**config.mk**
```make
export PLATFORM = sky130hd
export DESIGN_NAME = dual_encoder_step_counter_flat
export DESIGN_NICKNAME = d
export VERILOG_FILES = /design/src/rtl/desc_pkg.sv /design/src/rtl/desc_if.sv /design/src/rtl/dual_encoder_step_counter.sv /design/src/rtl/desc_digits.sv /design/src/flat_wrapper.sv
export SDC_FILE = /design/constraint.sdc
export NUM_CORES = 1
export LEC_CHECK = 0
export BUFFER_PORTS_ARGS = -buffer_cell sky130_fd_sc_hd__buf_2
export CORE_UTILIZATION = 43
export DETAILED_ROUTE_END_ITERATION = 16
export PLACE_DENSITY = 0.68
export REMOVE_ABC_BUFFERS = 1
export SETUP_SLACK_MARGIN = 0.1
export SYNTH_ARGS = -nofsm -noshare
export SYNTH_HDL_FRONTEND = slang
export SYNTH_SLANG_ARGS = --single-unit
```
**constraint.sdc**
```tcl
create_clock -name i_clk -period 10.2 [get_ports i_clk]
set_clock_uncertainty 0.15 [all_clocks]
set_input_delay 1.02 -clock i_clk [delete_from_list [all_inputs] [get_ports i_clk]]
set_output_delay 1.02 -clock i_clk [all_outputs]
set_load 0.005 [all_outputs]
```
**src/rtl/desc_pkg.sv**
```systemverilog
// Shared constants, types and helpers of the dual encoder step counter.
package desc_pkg;

    localparam int COUNT_MAX_DEF = 1023;

    // Field widths of the words on the two channels
    localparam int BTN_W   = 2;
    localparam int ENC_W   = 4;
    localparam int PH_W    = 2;
    localparam int VALUE_W = 10;
    localparam int DIGIT_W = 4;
    localparam int STEP_W  = 3;
    localparam int BAR_W   = 8;

    // Debounce shift register
    localparam int          DEB_W     = 16;
    localparam logic [15:0] DEB_FILL  = 16'hE000;
    localparam logic [15:0] DEB_PRESS = 16'hF000;

    // Quadrature phase codes
    localparam logic [PH_W-1:0] PH_REST = 2'd3;
    localparam logic [PH_W-1:0] PH_CW   = 2'd1;
    localparam logic [PH_W-1:0] PH_CCW  = 2'd2;

    // Reciprocals for exact division of values below 2**16
    localparam int          RECIP_W   = 17;
    localparam logic [16:0] RECIP_10  = 17'd52429;
    localparam int          SHIFT_10  = 19;
    localparam logic [16:0] RECIP_100 = 17'd83887;
    localparam int          SHIFT_100 = 23;
    localparam logic [16:0] RECIP_1K  = 17'd67109;
    localparam int          SHIFT_1K  = 26;
    localparam int          DEC_BASE  = 10;

    typedef logic [1:0]        t_mode;
    typedef logic [STEP_W-1:0] t_step;

    // Step per detent from the mode bits
    function automatic t_step step_of_mode(input t_mode mode);
        t_step step;
        unique case (mode)
            2'b00:   step = 3'd1;
            2'b01:   step = 3'd2;
            2'b10:   step = 3'd4;
            default: step = 3'd0;
        endcase
        return step;
    endfunction

endpackage

```
**src/rtl/desc_if.sv**
```systemverilog
// Channel interfaces of the dual encoder step counter.
interface desc_in_if;
    logic                           valid;
    logic                           ready;
    logic [desc_pkg::BTN_W-1:0]     button_pins;
    logic [desc_pkg::ENC_W-1:0]     encoder_pins;

    modport source (output valid, output button_pins, output encoder_pins, input ready);
    modport sink   (input valid, input button_pins, input encoder_pins, output ready);
endinterface

interface desc_out_if;
    logic                           valid;
    logic                           ready;
    logic [desc_pkg::VALUE_W-1:0]   count_value;
    logic [desc_pkg::DIGIT_W-1:0]   digit_ones;
    logic [desc_pkg::DIGIT_W-1:0]   digit_tens;
    logic [desc_pkg::DIGIT_W-1:0]   digit_hundreds;
    logic                           digit_thousands;
    logic [desc_pkg::STEP_W-1:0]    step_size;
    logic [desc_pkg::BAR_W-1:0]     bargraph_byte;

    modport source (output valid, output count_value, output digit_ones, output digit_tens,
                    output digit_hundreds, output digit_thousands, output step_size,
                    output bargraph_byte, input ready);
    modport sink   (input valid, input count_value, input digit_ones, input digit_tens,
                    input digit_hundreds, input digit_thousands, input step_size,
                    input bargraph_byte, output ready);
endinterface

```
**src/rtl/dual_encoder_step_counter.sv**
```systemverilog
// A result word passes from the state registers through the quotient registers into the output register.
// Throughput: one word per cycle; state updates in the cycle of acceptance,
// then a quotient stage and a digit stage feed the output register.
// Backpressure stalls the stages from the output back to the input.
// Reset (synchronous, active low) clears debouncers, mode bits and phases,
// sets the step to 1, arms the first-tick flag and empties the pipeline.
module dual_encoder_step_counter #(
    parameter int COUNT_MAX = desc_pkg::COUNT_MAX_DEF
) (
    input  logic        i_clk,
    input  logic        i_rst_n,
    desc_in_if.sink     i_in,
    desc_out_if.source  o_out
);
    import desc_pkg::*;

    localparam int CW = $clog2(COUNT_MAX + 1);
    localparam int SW = CW + 5;

    logic                 in_acc;
    logic                 dig_ready;

    logic                 r_st_vld;
    logic [DEB_W-1:0]     r_hist0;
    logic [DEB_W-1:0]     r_hist1;
    t_mode                r_mode;
    t_step                r_step;
    logic [PH_W-1:0]      r_ph0;
    logic [PH_W-1:0]      r_ph1;
    logic                 r_first;
    logic [CW-1:0]        r_counter;

    logic [DEB_W-1:0]     n_hist0;
    logic [DEB_W-1:0]     n_hist1;
    logic [1:0]           press;
    t_mode                n_mode;
    t_step                n_step;
    logic [PH_W-1:0]      ph0;
    logic [PH_W-1:0]      ph1;
    logic signed [SW-1:0] step_s;
    logic signed [SW-1:0] mv0;
    logic signed [SW-1:0] mv1;
    logic signed [SW-1:0] sum;
    logic [CW-1:0]        n_counter;

    assign in_acc     = i_in.valid && i_in.ready;
    assign i_in.ready = !r_st_vld || dig_ready;

    // Debounce and mode toggles
    assign n_hist0 = {r_hist0[DEB_W-2:0], i_in.button_pins[0]} | DEB_FILL;
    assign n_hist1 = {r_hist1[DEB_W-2:0], i_in.button_pins[1]} | DEB_FILL;
    assign press   = {n_hist1 == DEB_PRESS, n_hist0 == DEB_PRESS};
    assign n_mode  = r_mode ^ press;
    assign n_step  = (press != 2'b00) ? step_of_mode(n_mode) : r_step;

    // Encoder moves, signed by direction
    assign ph0    = i_in.encoder_pins[PH_W-1:0];
    assign ph1    = i_in.encoder_pins[2*PH_W-1:PH_W];
    assign step_s = signed'(SW'(n_step));

    always_comb begin
        mv0 = '0;
        mv1 = '0;
        if (r_ph0 == PH_REST && ph0 == PH_CW) begin
            mv0 = step_s;
        end else if (r_ph0 == PH_REST && ph0 == PH_CCW) begin
            mv0 = -step_s;
        end
        if (r_ph1 == PH_REST && ph1 == PH_CW) begin
            mv1 = step_s;
        end else if (r_ph1 == PH_REST && ph1 == PH_CCW) begin
            mv1 = -step_s;
        end
    end

    // Wrap below zero to the top, above the top to zero; the first word after reset keeps the count
    assign sum = signed'(SW'(r_counter)) + mv0 + mv1;

    always_comb begin
        priority if (r_first) begin
            n_counter = r_counter;
        end else if (sum < 0) begin
            n_counter = CW'(COUNT_MAX);
        end else if (sum > signed'(SW'(COUNT_MAX))) begin
            n_counter = '0;
        end else begin
            n_counter = CW'(sum);
        end
    end

    always_ff @(posedge i_clk) begin
        if (!i_rst_n) begin
            r_st_vld  <= 1'b0;
            r_hist0   <= '0;
            r_hist1   <= '0;
            r_mode    <= '0;
            r_step    <= STEP_W'(1);
            r_ph0     <= '0;
            r_ph1     <= '0;
            r_first   <= 1'b1;
            r_counter <= '0;
        end else begin
            if (in_acc) begin
                r_st_vld  <= 1'b1;
                r_hist0   <= n_hist0;
                r_hist1   <= n_hist1;
                r_mode    <= n_mode;
                r_step    <= n_step;
                r_ph0     <= ph0;
                r_ph1     <= ph1;
                r_first   <= 1'b0;
                r_counter <= n_counter;
            end else if (dig_ready) begin
                r_st_vld  <= 1'b0;
            end
        end
    end

    desc_digits #(
        .CW (CW)
    ) u_digits (
        .i_clk   (i_clk),
        .i_rst_n (i_rst_n),
        .i_valid (r_st_vld),
        .o_ready (dig_ready),
        .i_value (r_counter),
        .i_step  (r_step),
        .i_mode  (r_mode),
        .o_out   (o_out)
    );

endmodule

```
**src/rtl/desc_digits.sv**
```systemverilog
// Two-stage decimal split and display formatting of the counter value.
module desc_digits #(
    parameter int CW = 10
) (
    input  logic                 i_clk,
    input  logic                 i_rst_n,
    input  logic                 i_valid,
    output logic                 o_ready,
    input  logic [CW-1:0]        i_value,
    input  desc_pkg::t_step      i_step,
    input  desc_pkg::t_mode      i_mode,
    desc_out_if.source           o_out
);
    import desc_pkg::*;

    localparam int PW = CW + RECIP_W;
    localparam int EW = CW + VALUE_W;
    localparam int DW = CW + DIGIT_W;

    logic          q_adv;
    logic          out_adv;
    logic [PW-1:0] prod_10;
    logic [PW-1:0] prod_100;
    logic [PW-1:0] prod_1k;

    logic          r_q_vld;
    logic [CW-1:0] r_value;
    logic [CW-1:0] r_q10;
    logic [CW-1:0] r_q100;
    logic [CW-1:0] r_q1k;
    t_step         r_step;
    t_mode         r_mode;

    logic [EW-1:0] value_ext;
    logic [DW-1:0] rem_ones;
    logic [DW-1:0] rem_tens;
    logic [DW-1:0] rem_hund;

    logic               r_out_vld;
    logic [VALUE_W-1:0] r_count;
    logic [DIGIT_W-1:0] r_ones;
    logic [DIGIT_W-1:0] r_tens;
    logic [DIGIT_W-1:0] r_hund;
    logic               r_thou;
    t_step              r_step_o;
    logic [BAR_W-1:0]   r_bar;

    assign out_adv = !r_out_vld || o_out.ready;
    assign q_adv   = !r_q_vld || out_adv;
    assign o_ready = q_adv;

    // Quotients by 10, 100 and 1000 in parallel
    assign prod_10  = PW'(i_value) * PW'(RECIP_10);
    assign prod_100 = PW'(i_value) * PW'(RECIP_100);
    assign prod_1k  = PW'(i_value) * PW'(RECIP_1K);

    always_ff @(posedge i_clk) begin
        if (!i_rst_n) begin
            r_q_vld <= 1'b0;
        end else if (q_adv) begin
            r_q_vld <= i_valid;
        end
    end

    always_ff @(posedge i_clk) begin
        if (q_adv && i_valid) begin
            r_value <= i_value;
            r_q10   <= CW'(prod_10 >> SHIFT_10);
            r_q100  <= CW'(prod_100 >> SHIFT_100);
            r_q1k   <= CW'(prod_1k >> SHIFT_1K);
            r_step  <= i_step;
            r_mode  <= i_mode;
        end
    end

    // Each digit is one quotient less ten times the next
    assign value_ext = EW'(r_value);
    assign rem_ones  = DW'(r_value) - DW'(r_q10) * DW'(DEC_BASE);
    assign rem_tens  = DW'(r_q10) - DW'(r_q100) * DW'(DEC_BASE);
    assign rem_hund  = DW'(r_q100) - DW'(r_q1k) * DW'(DEC_BASE);

    always_ff @(posedge i_clk) begin
        if (!i_rst_n) begin
            r_out_vld <= 1'b0;
        end else if (out_adv) begin
            r_out_vld <= r_q_vld;
        end
    end

    always_ff @(posedge i_clk) begin
        if (out_adv && r_q_vld) begin
            r_count  <= value_ext[VALUE_W-1:0];
            r_ones   <= rem_ones[DIGIT_W-1:0];
            r_tens   <= rem_tens[DIGIT_W-1:0];
            r_hund   <= rem_hund[DIGIT_W-1:0];
            r_thou   <= r_q1k[0];
            r_step_o <= r_step;
            r_bar    <= {value_ext[BAR_W-1:2], r_mode};
        end
    end

    assign o_out.valid           = r_out_vld;
    assign o_out.count_value     = r_count;
    assign o_out.digit_ones      = r_ones;
    assign o_out.digit_tens      = r_tens;
    assign o_out.digit_hundreds  = r_hund;
    assign o_out.digit_thousands = r_thou;
    assign o_out.step_size       = r_step_o;
    assign o_out.bargraph_byte   = r_bar;

endmodule

```
**src/flat_wrapper.sv**
```systemverilog
// flat-port wrapper written by rule: the top's interface ports become plain ports
module dual_encoder_step_counter_flat import desc_pkg::*;
#(
    parameter int COUNT_MAX = desc_pkg::COUNT_MAX_DEF
)
  (i_clk, i_rst_n, i_in_valid, i_in_button_pins, i_in_encoder_pins, i_in_ready, o_out_valid, o_out_count_value, o_out_digit_ones, o_out_digit_tens, o_out_digit_hundreds, o_out_digit_thousands, o_out_step_size, o_out_bargraph_byte, o_out_ready);
  desc_in_if i_in_i ();
  desc_out_if o_out_i ();
  input  logic i_clk;
  input  logic i_rst_n;
  input wire logic [$bits(i_in_i.valid)-1:0] i_in_valid;
  input wire logic [$bits(i_in_i.button_pins)-1:0] i_in_button_pins;
  input wire logic [$bits(i_in_i.encoder_pins)-1:0] i_in_encoder_pins;
  output wire logic [$bits(i_in_i.ready)-1:0] i_in_ready;
  output wire logic [$bits(o_out_i.valid)-1:0] o_out_valid;
  output wire logic [$bits(o_out_i.count_value)-1:0] o_out_count_value;
  output wire logic [$bits(o_out_i.digit_ones)-1:0] o_out_digit_ones;
  output wire logic [$bits(o_out_i.digit_tens)-1:0] o_out_digit_tens;
  output wire logic [$bits(o_out_i.digit_hundreds)-1:0] o_out_digit_hundreds;
  output wire logic [$bits(o_out_i.digit_thousands)-1:0] o_out_digit_thousands;
  output wire logic [$bits(o_out_i.step_size)-1:0] o_out_step_size;
  output wire logic [$bits(o_out_i.bargraph_byte)-1:0] o_out_bargraph_byte;
  input wire logic [$bits(o_out_i.ready)-1:0] o_out_ready;
  assign i_in_i.valid = i_in_valid;
  assign i_in_i.button_pins = i_in_button_pins;
  assign i_in_i.encoder_pins = i_in_encoder_pins;
  assign i_in_ready = i_in_i.ready;
  assign o_out_valid = o_out_i.valid;
  assign o_out_count_value = o_out_i.count_value;
  assign o_out_digit_ones = o_out_i.digit_ones;
  assign o_out_digit_tens = o_out_i.digit_tens;
  assign o_out_digit_hundreds = o_out_i.digit_hundreds;
  assign o_out_digit_thousands = o_out_i.digit_thousands;
  assign o_out_step_size = o_out_i.step_size;
  assign o_out_bargraph_byte = o_out_i.bargraph_byte;
  assign o_out_i.ready = o_out_ready;
  dual_encoder_step_counter #(.COUNT_MAX(COUNT_MAX)) u_core (.i_clk(i_clk), .i_rst_n(i_rst_n), .i_in(i_in_i), .o_out(o_out_i));
endmodule
```
Word level (Yosys, flattened, before mapping):

Index checks and enable logic that the tools add are counted.

* input bits: 10
* flip-flop bits (word level): 108
* output and inout port bits: 36

* equal/unequal tests: 10
* bitwise logic cells: 2
* multipliers: 6
* order comparisons: 2
* reductions and logical operators: 17
* multiplexer cells: 10
* add/sub/neg operators: 6

Operators with widths (count)
* 15-bit two-way mux: 4
* 10-bit by 17-bit multiplier with 27-bit output, second input constant: 2
* 13-bit equality test, second input constant: 2
* 10-bit by 16-bit multiplier with 26-bit output, second input constant: 1
* 10-bit two-way mux: 2
* 11-bit by 15-bit adder with 15-bit output: 1
* 15-bit adder: 1
* 15-bit by 11-bit > comparator with 1-bit output, second input constant: 1
* 15-bit by 1-bit less-than comparator with 1-bit output, second input constant: 1
* 3-bit negation with 15-bit output: 1
* 4-bit subtractor: 3
* 2-bit equality test, second input constant: 5
* 3-bit case mux with 3 select lines: 1
* 1-bit logical AND: 7
* 7-bit by 3-bit multiplier with 3-bit output, second input constant: 1
* 2-bit by 1-bit equality test with 1-bit output, second input constant: 3
* 4-bit by 3-bit multiplier with 3-bit output, second input constant: 1
* 2-bit nonzero test: 2
* 1-bit zero test: 3
* 1-bit logical OR: 3
* 1-bit by 3-bit multiplier with 3-bit output, second input constant: 1
* 3-bit two-way mux: 1
* 2-bit zero test: 1
* 1-bit two-way mux: 2
* other kinds (3): 3

Longest topological paths before layout:

Gate-level depths: netlist (run 1).

* word-level depth: 13
* gate-level depth with buffers: 19

Modules after synthesis:

From an unflattened synthesis (run 1), not the netlist that was laid out.

* cell total of the unflattened synthesis: 1012
* area total of the unflattened synthesis: 10292.4 um^2

Modules (own cells, without submodules)
* desc_digits: seq. area each 1571.5 um^2, cells each 665, area an instance 7497.2 um^2, times used 1
* dual_encoder_step_counter: seq. area each 900.9 um^2, cells each 347, area an instance 2795.2 um^2, times used 1

Worst setup path before layout (run 1):

Ideal clock, no wire load.

* kind: input -> register
* start: input port i_in_button_pins[0]
* end: register u_core.r_counter[0]
* slack: 4.697 ns
* stages: 17
* arrival time: 5.290 ns
* required time: 9.987 ns
* cells stage by stage: nor4_1 nand4_1 xor2_1 o22ai_1 inv_1 ha_1 and2_1 o21ai_0 o31ai_1 fa_1 ha_1 a21oi_1 o221a_1 a211oi_1 or3_4 a2111oi_4 a221o_1

* cells in the longest elaborated chain, start to end: 13
* elaborated cells between the ends (all ways): 19
* classes of those cells: add/sub (3); order compare (2); eq/ne (3); mux (8); bitwise (1); reduce/logical (2)

Ends and longest elaborated chain
* start, declared: RTL line flat_wrapper.sv:12 `input wire logic [$bits(i_in_i.button_pins)-1:0] i_in_button_pins;`
* 13-bit equality test (*): RTL line dual_encoder_step_counter.sv:52 `assign press = {n_hist1 == DEB_PRESS, n_hist0 == DEB_PRESS};`
* 2-bit XOR: RTL line dual_encoder_step_counter.sv:53 `assign n_mode = r_mode ^ press;`
* 2-bit equality test, or another cell as far along: RTL line desc_pkg.sv:41 `unique case (mode)`
* 3-bit case mux with 3 select lines: RTL line desc_pkg.sv:41
* 3-bit two-way mux (*): RTL line dual_encoder_step_counter.sv:54 `assign n_step = (press != 2'b00) ? step_of_mode(n_mode) : r_step;`
* 3-bit negation with 15-bit output: RTL line dual_encoder_step_counter.sv:67, dual_encoder_step_counter.sv:72
* 15-bit two-way mux: RTL line dual_encoder_step_counter.sv:66 `end else if (r_ph0 == PH_REST && ph0 == PH_CCW) begin`
* 15-bit two-way mux: RTL line dual_encoder_step_counter.sv:64 `if (r_ph0 == PH_REST && ph0 == PH_CW) begin`
* 11-bit by 15-bit adder with 15-bit output: RTL line dual_encoder_step_counter.sv:77 `assign sum = signed'(SW'(r_counter)) + mv0 + mv1;`
* 15-bit adder (*): RTL line dual_encoder_step_counter.sv:77
* 15-bit by 11-bit > comparator with 1-bit output: RTL line dual_encoder_step_counter.sv:84 `end else if (sum > signed'(SW'(COUNT_MAX))) begin`
* 10-bit two-way mux: RTL line dual_encoder_step_counter.sv:84
* 10-bit two-way mux (*): RTL line dual_encoder_step_counter.sv:82 `end else if (sum < 0) begin`
* end signal, assigned: RTL line dual_encoder_step_counter.sv:112 `r_counter <= n_counter;`
* end, declared: RTL line dual_encoder_step_counter.sv:31 `logic [CW-1:0] r_counter;`

Every way passes the cells marked *; elsewhere a longest branch is shown, timed or not.
A chain may end at the register's enable or synchronous reset.

Final worst setup path (run 1):

Ends and elaborated chain as after synthesis.

==> impl_metrics.yaml, run 1 <==
synthesis:
  seq_area_frac_synth_pct: 23.5
  yosysWarnings: 0
  yosysTopAreaCell: "ha_1"
  ys_ff_latch: 98
  netlist_instances: 1016
  synth_common_cells: "ha_1 (207), inv_1 (199), fa_1 (109), nand2_1 (77), edfxtp_1 (51)"
  synth_enable_flop_cells: 51
  syn_avg_cell_area_um2: 10.3
  yosys.area_share.simple_pct: 8.74
  synth_top_family_by_area: "adder cells"
  syn_area_mm2: 0.0105
  synth_mux_area_share_pct: 0.381
  synth.most_common_cell: "ha_1"
  synth_adder_area_share_pct: 45.4
  async_flop_share_pct: 0
  synth_cell_type_count: 63
  synth.top_cell.area_share_pct: 24.7
  synth_area_leaders: "ha_1 (25%), fa_1 (21%), edfxtp_1 (15%)"
  synth-xor-area-share_pct: 2.17
  ys.flop_type: "edfxtp_1"
  synth_compound_area_share_pct: 11.6
floorplanning:
  fp.dieH_um: 158
  fp-row-count: 56
  core_mm2: 0.0237
  ios: 46
  start_util_pct: 44.4
  die_area_mm2: 0.0251
  chipWidth_um: 158
placed_design:
  dp_slack_ns: 3.93
  port-buffer-count: 45
  postPlaceCellArea_mm2: 0.0111
  routabilityCongestion: 0.863
  detailed_place_hpwl_mm: 16.7
setup_path:
  critPathMostFrequentCell: "ha_1"
  critPathKind: "input pin to flop"
  endpoint_kind: "flop"
  max_stage_delay_ns: 0.63
  required_ns: 10.32
  crit_chain: "buf_2, nor4_1, nand4_1, xor2_1, o22ai_1, inv_1, ha_1, and2_1, o21ai_0, o31ai_1, fa_1, ha_1, a21oi_1, o221a_1, a211oi_1, or3_4, a2111oi_4, a221o_1"
  crit_path_start_kind: "input pin"
  cp.arrival_ns: 6.07
  cp_top_family: "compound AO/OA/AOI/OAI gates"
  cp_slowest_cell: "a2111oi_4"
  critPathBufInv: 2
  crit_path_max_fanout: 10
detailed_routing:
  drc: 0
  num_vias: 7051
  wl_per_cell_um: 14.7
  dr.pass1.iters: 4
  drt_wl_total_mm: 20.3
  antenna_left: 0
  viasPerCell: 5.09
  first_iter_violations: 331
final_layout:
  nets: 1386
  drive_gt1_share_pct: 7.32
  antennaDiodeCount: 0
  area_delta_synth_final_pct: 8.51
  nFillCells: 2214
  finalInstanceArea_mm2: 0.0114
grt:
  track_usage_pct: 17.6
  overflow: 0
  antenna_found_initial: 0
  grt_pass1_wl_mm: 34.7
  grt_pass1_vias: 6973
  grt_max_degree: 40
clocking:
  post_cts_buffers: 0
  cts_made_buffers: 9
  cts_resized: 0
  clk_pin_slew_worst_paths_ns: 0.07
  cts_buffer_depth: 2
  htreeDepth: 3
  postCtsHoldBufs: 0
  clock-root-buffer: "clkbuf_16"
  tritoncts: "yes"
  worstSkewPairLatency_ns: 0.34
  cts.sinks: 98
power_and_ir_drop:
  p_int_uw: 644
  switchingPower_uw: 188
  power_density_mw_per_mm2: 73.0
  pwr-share-comb_pct: 7.9
  p_clk_share_pct: 40.4
  peakVddDrop_v: 0.0000812
  leakage_uw: 0.00624
  seqPwrFrac_pct: 51.7
  swShare_pct: 22.6
min_path:
  worstHoldPathType: "flop to flop"
sta:
  drv_slew: 0
  fmax_mhz: 168
  worst_slack_ns: 4.25
  setup_viol: 0
  tns_ns: 0
  rsz0062_at_grt: "false"
  worst_pin_slew_ns: 0.897
  maxSlewHeadroom_pct: 39.6
  hold_violations: 0
  period_share_pct: 58.3
  period_minus_slack_ns: 5.95
outcome:
  outcome: "complete, no violations"
flow_run:
  maxCapViolCount: 0
[power groups by stage]
| stage | Sequential [µW] | Combinational (µW) | Clock, µW |
|---|---|---|---|
| finish | 430 | 65.6 | 336 |
| global route | 432 | 76.2 | 358 |
| CTS | 430 | 66.4 | 344 |
| detailed placement | 439 | 66.0 | 0 |
| global placement | 439 | 64.6 | 0 |
| floorplan | 439 | 42.7 | 0 |
[state kept, by name, summed over array words and instances, names as in the netlist, 3 cells and up]
signal	count
u_core.r_counter	10
u_core.r_hist0	12
u_core.r_hist1	12
u_core.r_step	3
u_core.u_digits.o_out.count_value	10
u_core.u_digits.o_out.digit_hundreds	4
u_core.u_digits.o_out.digit_ones	3
u_core.u_digits.o_out.digit_tens	4
u_core.u_digits.o_out.step_size	3
u_core.u_digits.r_q10	4
u_core.u_digits.r_q100	4
u_core.u_digits.r_step	3
u_core.u_digits.r_value	10
[placed cells by master (no fill, tap or decap), drive strengths merged, types with 14 or more instances in the layout]
| cell | count |
|---|---|
| buf | 55 |
| nand2 | 77 |
| xnor2 | 19 |
| edfxtp | 51 |
| a21o | 16 |
| dfxtp | 47 |
| ha | 207 |
| a21oi | 23 |
| o21ai | 20 |
| a21boi | 34 |
| nor2b | 14 |
| nor2 | 26 |
| nand3 | 14 |
| inv | 204 |
| fa | 109 |
[final cells by class]
class / count / area (µm²) / area share (%)
Multi-Input combinational cell: 696 / 7180 / 63.0
Sequential cell: 98 / 2470 / 21.7
Inverter: 200 / 751 / 6.58
Tap cell: 319 / 399 / 3.50
Timing Repair Buffer: 55 / 300 / 2.63
Clock buffer: 10 / 229 / 2.01
Clock inverter: 6 / 68.8 / 0.604
[path summary, 6_finish.rpt]
path / from / endpoint / slack, ns / depth (start not counted)
min reg2reg: u_core.u_digits.r_step[1]$_DFFE_PP_ / u_core.u_digits.o_out.step_size[1]$_DFFE_PP_ / 0.27 / 0
min: u_core.u_digits.r_step[1]$_DFFE_PP_ / u_core.u_digits.o_out.step_size[1]$_DFFE_PP_ / 0.27 / 0
max: i_in_button_pins[0] / u_core.r_counter[0]$_SDFFE_PN0P_ / 4.25 / 18
max reg2reg: u_core.r_counter[7]$_SDFFE_PN0P_ / u_core.u_digits.r_q100[3]$_DFFE_PP_ / 4.46 / 14
[kinds of logic after synthesis]
group                      after synthesis
AOI/OAI and AO/OA                      164
and+or+nand+nor                        186
xor gates and xnor gates                26
DFF                                     98
adders and majority gates              316
buffers and inverters                  222
muxes                                    4
[layer usage]
layer / global-route usage (%) / vias to the layer above / wire length, µm
li1: - / 3533 / -
met1: 24.8 / 3383 / 10000
met2: 29.5 / 115 / 9540
met3: 1.03 / 20 / 447
met4: 4.53 / 0 / 319
met5: 0 / - / 0
[per-stage QoR]
step	util (%)	total power (µW)	hold WS, ns	instances
global placement	46.9	504	0.254	1368
floorplan	-	482	0.250	994
CTS	48.1	841	0.271	1384
finish	48.1	832	0.269	1384
global route	48.1	866	0.278	1384
detailed placement	46.9	505	0.255	1368
Note: power is estimated with default switching activity, not from simulation.
==> run 2, diff against run 1 <==
--- a/config.mk
+++ b/config.mk
@@ -5,6 +5,7 @@
 export SDC_FILE = /design/constraint.sdc
 export NUM_CORES = 1
 export LEC_CHECK = 0
+export ABC_AREA = 1
 export BUFFER_PORTS_ARGS = -buffer_cell sky130_fd_sc_hd__buf_2
 export CORE_UTILIZATION = 43
 export DETAILED_ROUTE_END_ITERATION = 16
==> constraint.sdc (replaced) <==
create_clock -name i_clk -period 5.5 [get_ports i_clk]
set_clock_uncertainty 0.15 [all_clocks]
set_input_delay 0.55 -clock i_clk [delete_from_list [all_inputs] [get_ports i_clk]]
set_output_delay 0.55 -clock i_clk [all_outputs]
set_load 0.005 [all_outputs]
==> run 2 against run 1 <==
Sequential share of layout area is 1.2 points lower. Synthesized area increased by 6.1%. Sequential power grew 91%. Power is 110% higher. Die area up 6.0%. Critical path depth shrank 3. Highest routed layer unchanged. Critical path type is now flop to flop. Clock-buffer cell count down 1. Largest cell class unchanged. Design area grew 6.1%. Sequential cell count unchanged. First-iteration DRC count is 36% higher. Largest power group unchanged.
==> impl_metrics.yaml, run 2 <==
outcome:
  outcome: "complete, no violations"
grt:
  overflow: 0
  grt_pass1_wl_mm: 41.0
  grt_pass1_vias: 8525
  track_usage_pct: 19.5
  antenna_found_initial: 0
  grt_max_degree: 53
sta:
  tns_ns: 0
  hold_violations: 0
  maxSlewHeadroom_pct: 26.8
  period_minus_slack_ns: 4.94
  rsz0062_at_grt: "false"
  setup_viol: 0
  drv_slew: 0
  fmax_mhz: 203
  period_share_pct: 89.7
  worst_pin_slew_ns: 1.10
floorplanning:
  chipWidth_um: 163
  fp.dieH_um: 163
  core_mm2: 0.0253
  start_util_pct: 44.0
  fp-row-count: 58
  die_area_mm2: 0.0266
  ios: 46
detailed_routing:
  drt_wl_total_mm: 24.2
  first_iter_violations: 450
  viasPerCell: 5.04
  antenna_left: 0
  dr.pass1.iters: 5
  num_vias: 8384
  drc: 0
  wl_per_cell_um: 14.5
synthesis:
  ys_ff_latch: 98
  netlist_instances: 1279
  async_flop_share_pct: 0
  syn_area_mm2: 0.0111
  ys.flop_type: "edfxtp_1"
  seq_area_frac_synth_pct: 22.2
  synth_common_cells: "inv_1 (285), ha_1 (207), nand2_1 (198), fa_1 (109), a21oi_1 (87)"
  yosysTopAreaCell: "ha_1"
  synth.top_cell.area_share_pct: 23.2
  synth_enable_flop_cells: 51
  yosysWarnings: 0
  syn_avg_cell_area_um2: 8.71
  synth_cell_type_count: 38
  synth.most_common_cell: "inv_1"
  synth_area_leaders: "ha_1 (23%), fa_1 (20%), edfxtp_1 (14%)"
final_layout:
  nFillCells: 2357
  instances_no_fill: 1665
  finalInstanceArea_mm2: 0.0121
  antennaDiodeCount: 0
  area_delta_synth_final_pct: 8.52
  final_util_pct: 47.7
  final_common_cell: "inv_1"
  nets: 1656
  final_cell_mix: "inv_1 (285), ha_1 (207), nand2_1 (198)"
  top_regs: "u_core.r_hist0 (12), u_core.r_hist1 (12)"
  drive_gt1_share_pct: 7.64
setup_path:
  worstReg2RegEnd: "u_core.u_digits.r_q100[0]$_DFFE_PP_"
  endpoint_kind: "flop"
  rrSetupSlack_ns: 0.56
  worstReg2RegStart: "u_core.r_counter[9]$_SDFFE_PN0P_"
  r2r_cells: 15
  cp.arrival_ns: 4.92
  required_ns: 5.48
  critPathKind: "flop to flop"
  crit_path_start_kind: "flop"
  cp-startpoint: "u_core.r_counter[9]$_SDFFE_PN0P_"
  crit_path_max_fanout: 6
  worstSetupEndpoint: "u_core.u_digits.r_q100[0]$_DFFE_PP_"
power_and_ir_drop:
  peakVddDrop_v: 0.000140
  power_density_mw_per_mm2: 146
  leakage_uw: 0.00682
placed_design:
  routabilityCongestion: 0.900
  port-buffer-count: 45
  detailed_place_hpwl_mm: 20.4
  dp.cells: 1649
  postPlaceCellArea_mm2: 0.0118
clocking:
  cts.sinks: 98
  cts_made_buffers: 9
  cts_buffer_depth: 2
  cts_resized: 0
  postCtsHoldBufs: 0
  htreeDepth: 3
  post_cts_buffers: 0
  worstSkewPairLatency_ns: 0.36
  clock-root-buffer: "clkbuf_16"
  tritoncts: "yes"
  clk_pin_slew_worst_paths_ns: 0.09
flow_run:
  maxCapViolCount: 0
min_path:
  worstHoldPathType: "flop to flop"
==> run 2: how the worst min path moves through the flow <==
stage,startpoint,endpoint,slack [ns],cells past startpoint
after detailed placement,u_core.u_digits.r_value[0]$_DFFE_PP_,u_core.u_digits.o_out.count_value[0]$_DFFE_PP_,0.26,0
after floorplan,u_core.u_digits.r_mode[0]$_DFFE_PP_,u_core.u_digits.o_out.bargraph_byte[0]$_DFFE_PP_,0.25,0
after global placement,u_core.u_digits.r_value[5]$_DFFE_PP_,u_core.u_digits.o_out.count_value[5]$_DFFE_PP_,0.25,0
final,u_core.u_digits.r_value[7]$_DFFE_PP_,u_core.u_digits.o_out.count_value[7]$_DFFE_PP_,0.27,0
after CTS,u_core.u_digits.r_value[7]$_DFFE_PP_,u_core.u_digits.o_out.count_value[7]$_DFFE_PP_,0.27,0
after global routing,u_core.u_digits.r_value[7]$_DFFE_PP_,u_core.u_digits.o_out.count_value[7]$_DFFE_PP_,0.28,0
==> run 2: critical path: stages, from the launching register on <==
cell and delay, ns:
dfxtp_1 0.42, fa_1 0.62, inv_1 0.12, fa_1 0.52, inv_1 0.05, fa_1 0.52, fa_1 0.54, inv_1 0.06
fa_1 0.50, inv_1 0.05, ha_1 0.34, nand2_1 0.12, nor3_1 0.35, nand4_1 0.20, nand4_1 0.11, nand2_1 0.05
==> run 2: routing by layer <==
layer,GRT usage [%],up-vias,wire (µm)
li1,-,4225,-
met2,32.0,162,11000
met3,3.62,37,1080
met5,0,-,0
met4,6.16,0,556
met1,25.9,3960,11500
==> run 2: stage by stage <==
| stage | power [µW] | setup slack [ns] | hold WS, ns |
|---|---|---|---|
| final | 1760 | 0.565 | 0.270 |
| after global routing | 1850 | 0.302 | 0.279 |
| after CTS | 1780 | 0.564 | 0.272 |
| after detailed placement | 1130 | 0.575 | 0.255 |
| after global placement | 1120 | 0.629 | 0.250 |
| after floorplan | 1040 | 0.910 | 0.250 |
==> run 2: cells by family (layout without fill, tap and decap cells) <==
| group | Yosys count | in the layout | share of synthesized area (%) |
|---|---|---|---|
| xor+xnor | 23 | 23 | 1.81 |
| simple gates | 365 | 365 | 14.4 |
| buf+inv | 308 | 364 | 10.6 |
| compound gates | 169 | 169 | 8.16 |
| flops | 98 | 98 | 22.2 |
| fa+ha+maj | 316 | 316 | 42.8 |
==> run 2: layout make-up <==
class	count	area, µm²	share of cell area [%]
multi-input combinational	873	7490	61.9
clock inverter	7	81.3	0.673
clock buffer	9	225	1.86
timing repair buffer	58	323	2.67
tap	330	413	3.41
inverter	290	1090	9.00
sequential	98	2470	20.4
==> run 2: power by group <==
part / switching [µW] / leakage (µW) / internal (µW)
sequential: 19.5 / 0.000868 / 803
clock: 321 / 0.000150 / 327
combinational: 184 / 0.00581 / 108
==> run 3, diff against run 2 <==
--- a/config.mk
+++ b/config.mk
@@ -5,10 +5,11 @@
 export SDC_FILE = /design/constraint.sdc
 export NUM_CORES = 1
 export LEC_CHECK = 0
-export ABC_AREA = 1
+export ABC_AREA = 0
 export BUFFER_PORTS_ARGS = -buffer_cell sky130_fd_sc_hd__buf_2
 export CORE_UTILIZATION = 43
 export DETAILED_ROUTE_END_ITERATION = 16
+export GPL_TIMING_DRIVEN = 0
 export PLACE_DENSITY = 0.68
 export REMOVE_ABC_BUFFERS = 1
 export SETUP_SLACK_MARGIN = 0.1
==> run 3 against run 2 <==
Power is 15% lower. Via count down 15%. Global-route usage fell by 2.4 points. Sequential power decreased by 3.3%. Combinational power fell by 57%. Design area shrank 2.5%. Sequential cell count did not move. Core utilization rose by 2.0 points. Clock power decreased by 9.4%. Non-clock buffer count grew 33. Clock-buffer cell count grew 1. Largest power group unchanged. Highest routed layer unchanged.
==> impl_metrics.yaml, run 3 (synthesized netlist as in run 1, its figures left out) <==
power_and_ir_drop:
  p_clk_share_pct: 39.0
  peakVddDrop_v: 0.000163
  swShare_pct: 23.7
  power_density_mw_per_mm2: 128
  switchingPower_uw: 357
  p_int_uw: 1150
  leakage_uw: 0.00643
  seqPwrFrac_pct: 52.7
  pwr-share-comb_pct: 8.3
setup_path:
  crit_path_max_fanout: 7
  rrSetupSlack_ns: 0.24
  worstReg2RegStart: "u_core.r_counter[4]$_SDFFE_PN0P_"
  cp.arrival_ns: 5.31
  crit_path_start_kind: "flop"
  endpoint_kind: "flop"
  r2r_cells: 14
  worstReg2RegEnd: "u_core.u_digits.r_q100[3]$_DFFE_PP_"
  critPathKind: "flop to flop"
  required_ns: 5.55
detailed_routing:
  drt_wl_total_mm: 20.1
  drc: 0
  first_iter_violations: 285
  dr.pass1.iters: 4
  antenna_left: 0
  wl_per_cell_um: 14.2
  num_vias: 7160
  viasPerCell: 5.04
sta:
  worst_pin_slew_ns: 1.16
  period_share_pct: 95.7
  drv_slew: 0
  setup_viol: 0
  maxSlewHeadroom_pct: 22.2
  period_minus_slack_ns: 5.26
  hold_violations: 0
  fmax_mhz: 190
  rsz0062_at_grt: "true"
  worst_slack_ns: 0.238
clocking:
  clk_pin_slew_worst_paths_ns: 0.07
  cts_made_buffers: 9
  clock-root-buffer: "clkbuf_16"
  cts.sinks: 98
  cts_buffer_depth: 2
  htreeDepth: 3
  tritoncts: "yes"
  worstSkewPairLatency_ns: 0.34
floorplanning:
  start_util_pct: 44.4
  fp-row-count: 56
  die_area_mm2: 0.0251
  ios: 46
  fp.dieH_um: 158
  core_mm2: 0.0237
  chipWidth_um: 158
grt:
  overflow: 0
  track_usage_pct: 17.1
  antenna_found_initial: 0
  grt_pass1_vias: 6874
  grt_pass1_wl_mm: 33.8
  grt_max_degree: 40
min_path:
  whs_path_depth: 0
  worstHoldEndpoint: "u_core.u_digits.o_out.step_size[1]$_DFFE_PP_"
  worstHoldPathType: "flop to flop"
  hp-start: "u_core.u_digits.r_step[1]$_DFFE_PP_"
outcome:
  outcome: "complete, no violations"
final_layout:
  area_delta_synth_final_pct: 12.2
  finalInstanceArea_mm2: 0.0118
  final_common_cell: "ha_1"
  final_cell_mix: "ha_1 (204), inv_1 (199), fa_1 (105)"
  drive_gt1_share_pct: 13.0
  antennaDiodeCount: 0
  top_regs: "u_core.r_hist0 (12), u_core.r_hist1 (12)"
  nets: 1422
flow_run:
  maxCapViolCount: 0
placed_design:
  routabilityCongestion: 0.850
  postPlaceCellArea_mm2: 0.0111
  port-buffer-count: 45
  dp_slack_ns: -0.599
  detailed_place_hpwl_mm: 16.0
run 3: cell count changes in the layout (fill, tap and decap cells not counted), sizes merged, moves of 10 or more:
cell	change
a21boi	+34
a21o	+13
a21oi	-66
a221o	+10
buf	+33
inv	-87
nand2	-131
nand3	-32
nand4	-14
nor2	-37
nor2b	+14
o21a	+11
o21ai	-42
run 3: through the flow:
stage	power, µW	utilization (%)	hold WS [ns]	TNS [ns]	cells
after floorplan	894	-	0.250	0	994
after global placement	931	46.5	0.253	-5.30	1358
after detailed placement	935	46.7	0.255	-6.34	1360
after CTS	1520	48.1	0.270	0	1378
after global routing	1570	49.8	0.274	0	1420
final	1510	49.8	0.268	0	1420
run 3: area by class of cell:
cell class,instances,area [µm²]
Clock buffer,10,229
Clock inverter,6,48.8
Fill cell,2179,11900
Inverter,200,751
Multi-Input combinational cell,696,7270
Sequential cell,98,2510
Tap cell,319,399
Timing Repair Buffer,91,583
run 3: worst max-delay path by stage:
stage | startpoint | end | cells after the start
after CTS | u_core.r_counter[3]$_SDFFE_PN0P_ | u_core.u_digits.r_q100[3]$_DFFE_PP_ | 14
after global routing | u_core.r_counter[8]$_SDFFE_PN0P_ | u_core.u_digits.r_q100[2]$_DFFE_PP_ | 17
after global placement | u_core.r_counter[2]$_SDFFE_PN0P_ | u_core.u_digits.r_q100[3]$_DFFE_PP_ | 14
final | u_core.r_counter[4]$_SDFFE_PN0P_ | u_core.u_digits.r_q100[3]$_DFFE_PP_ | 14
after floorplan | u_core.r_counter[4]$_SDFFE_PN0P_ | u_core.u_digits.r_q100[3]$_DFFE_PP_ | 14
after detailed placement | u_core.r_counter[2]$_SDFFE_PN0P_ | u_core.u_digits.r_q100[3]$_DFFE_PP_ | 14
run 3: layer usage:
layer	routed length (µm)	vias to the layer above	track usage [%]
li1	-	3609	-
met1	9980	3419	24.3
met2	9320	112	28.2
met3	549	20	1.50
met4	267	0	4.12
met5	0	-	0
run 3: power groups by stage:
stage                     registers [µW]  logic (µW)  clock network [µW]
after floorplan                      815        79.0                   0
after global placement               817         115                   0
after detailed placement             816         119                   0
after CTS                            798         121                 599
after global routing                 797         144                 626
final                                795         125                 587
run 3: timing repair:
action                     in CTS  in global routing
setup buffers                   2                 42
hold buffers                    0                  0
pin swaps                       3                 15
setup endpoints to repair      16                 15
cloned                          0                  0
gates resized for setup        18                 22
run 3: worst max-delay path: stages (launching register included):
cell	delay [ns]
dfxtp_4	0.39
fa_2	0.61
inv_1	0.06
fa_1	0.37
fa_1	0.49
inv_1	0.06
fa_1	0.59
fa_1	0.44
ha_1	0.30
and4_4	0.19
a2111o_1	0.39
nor3_2	0.16
o211ai_1	0.24
or4_1	0.56
nand3_1	0.10
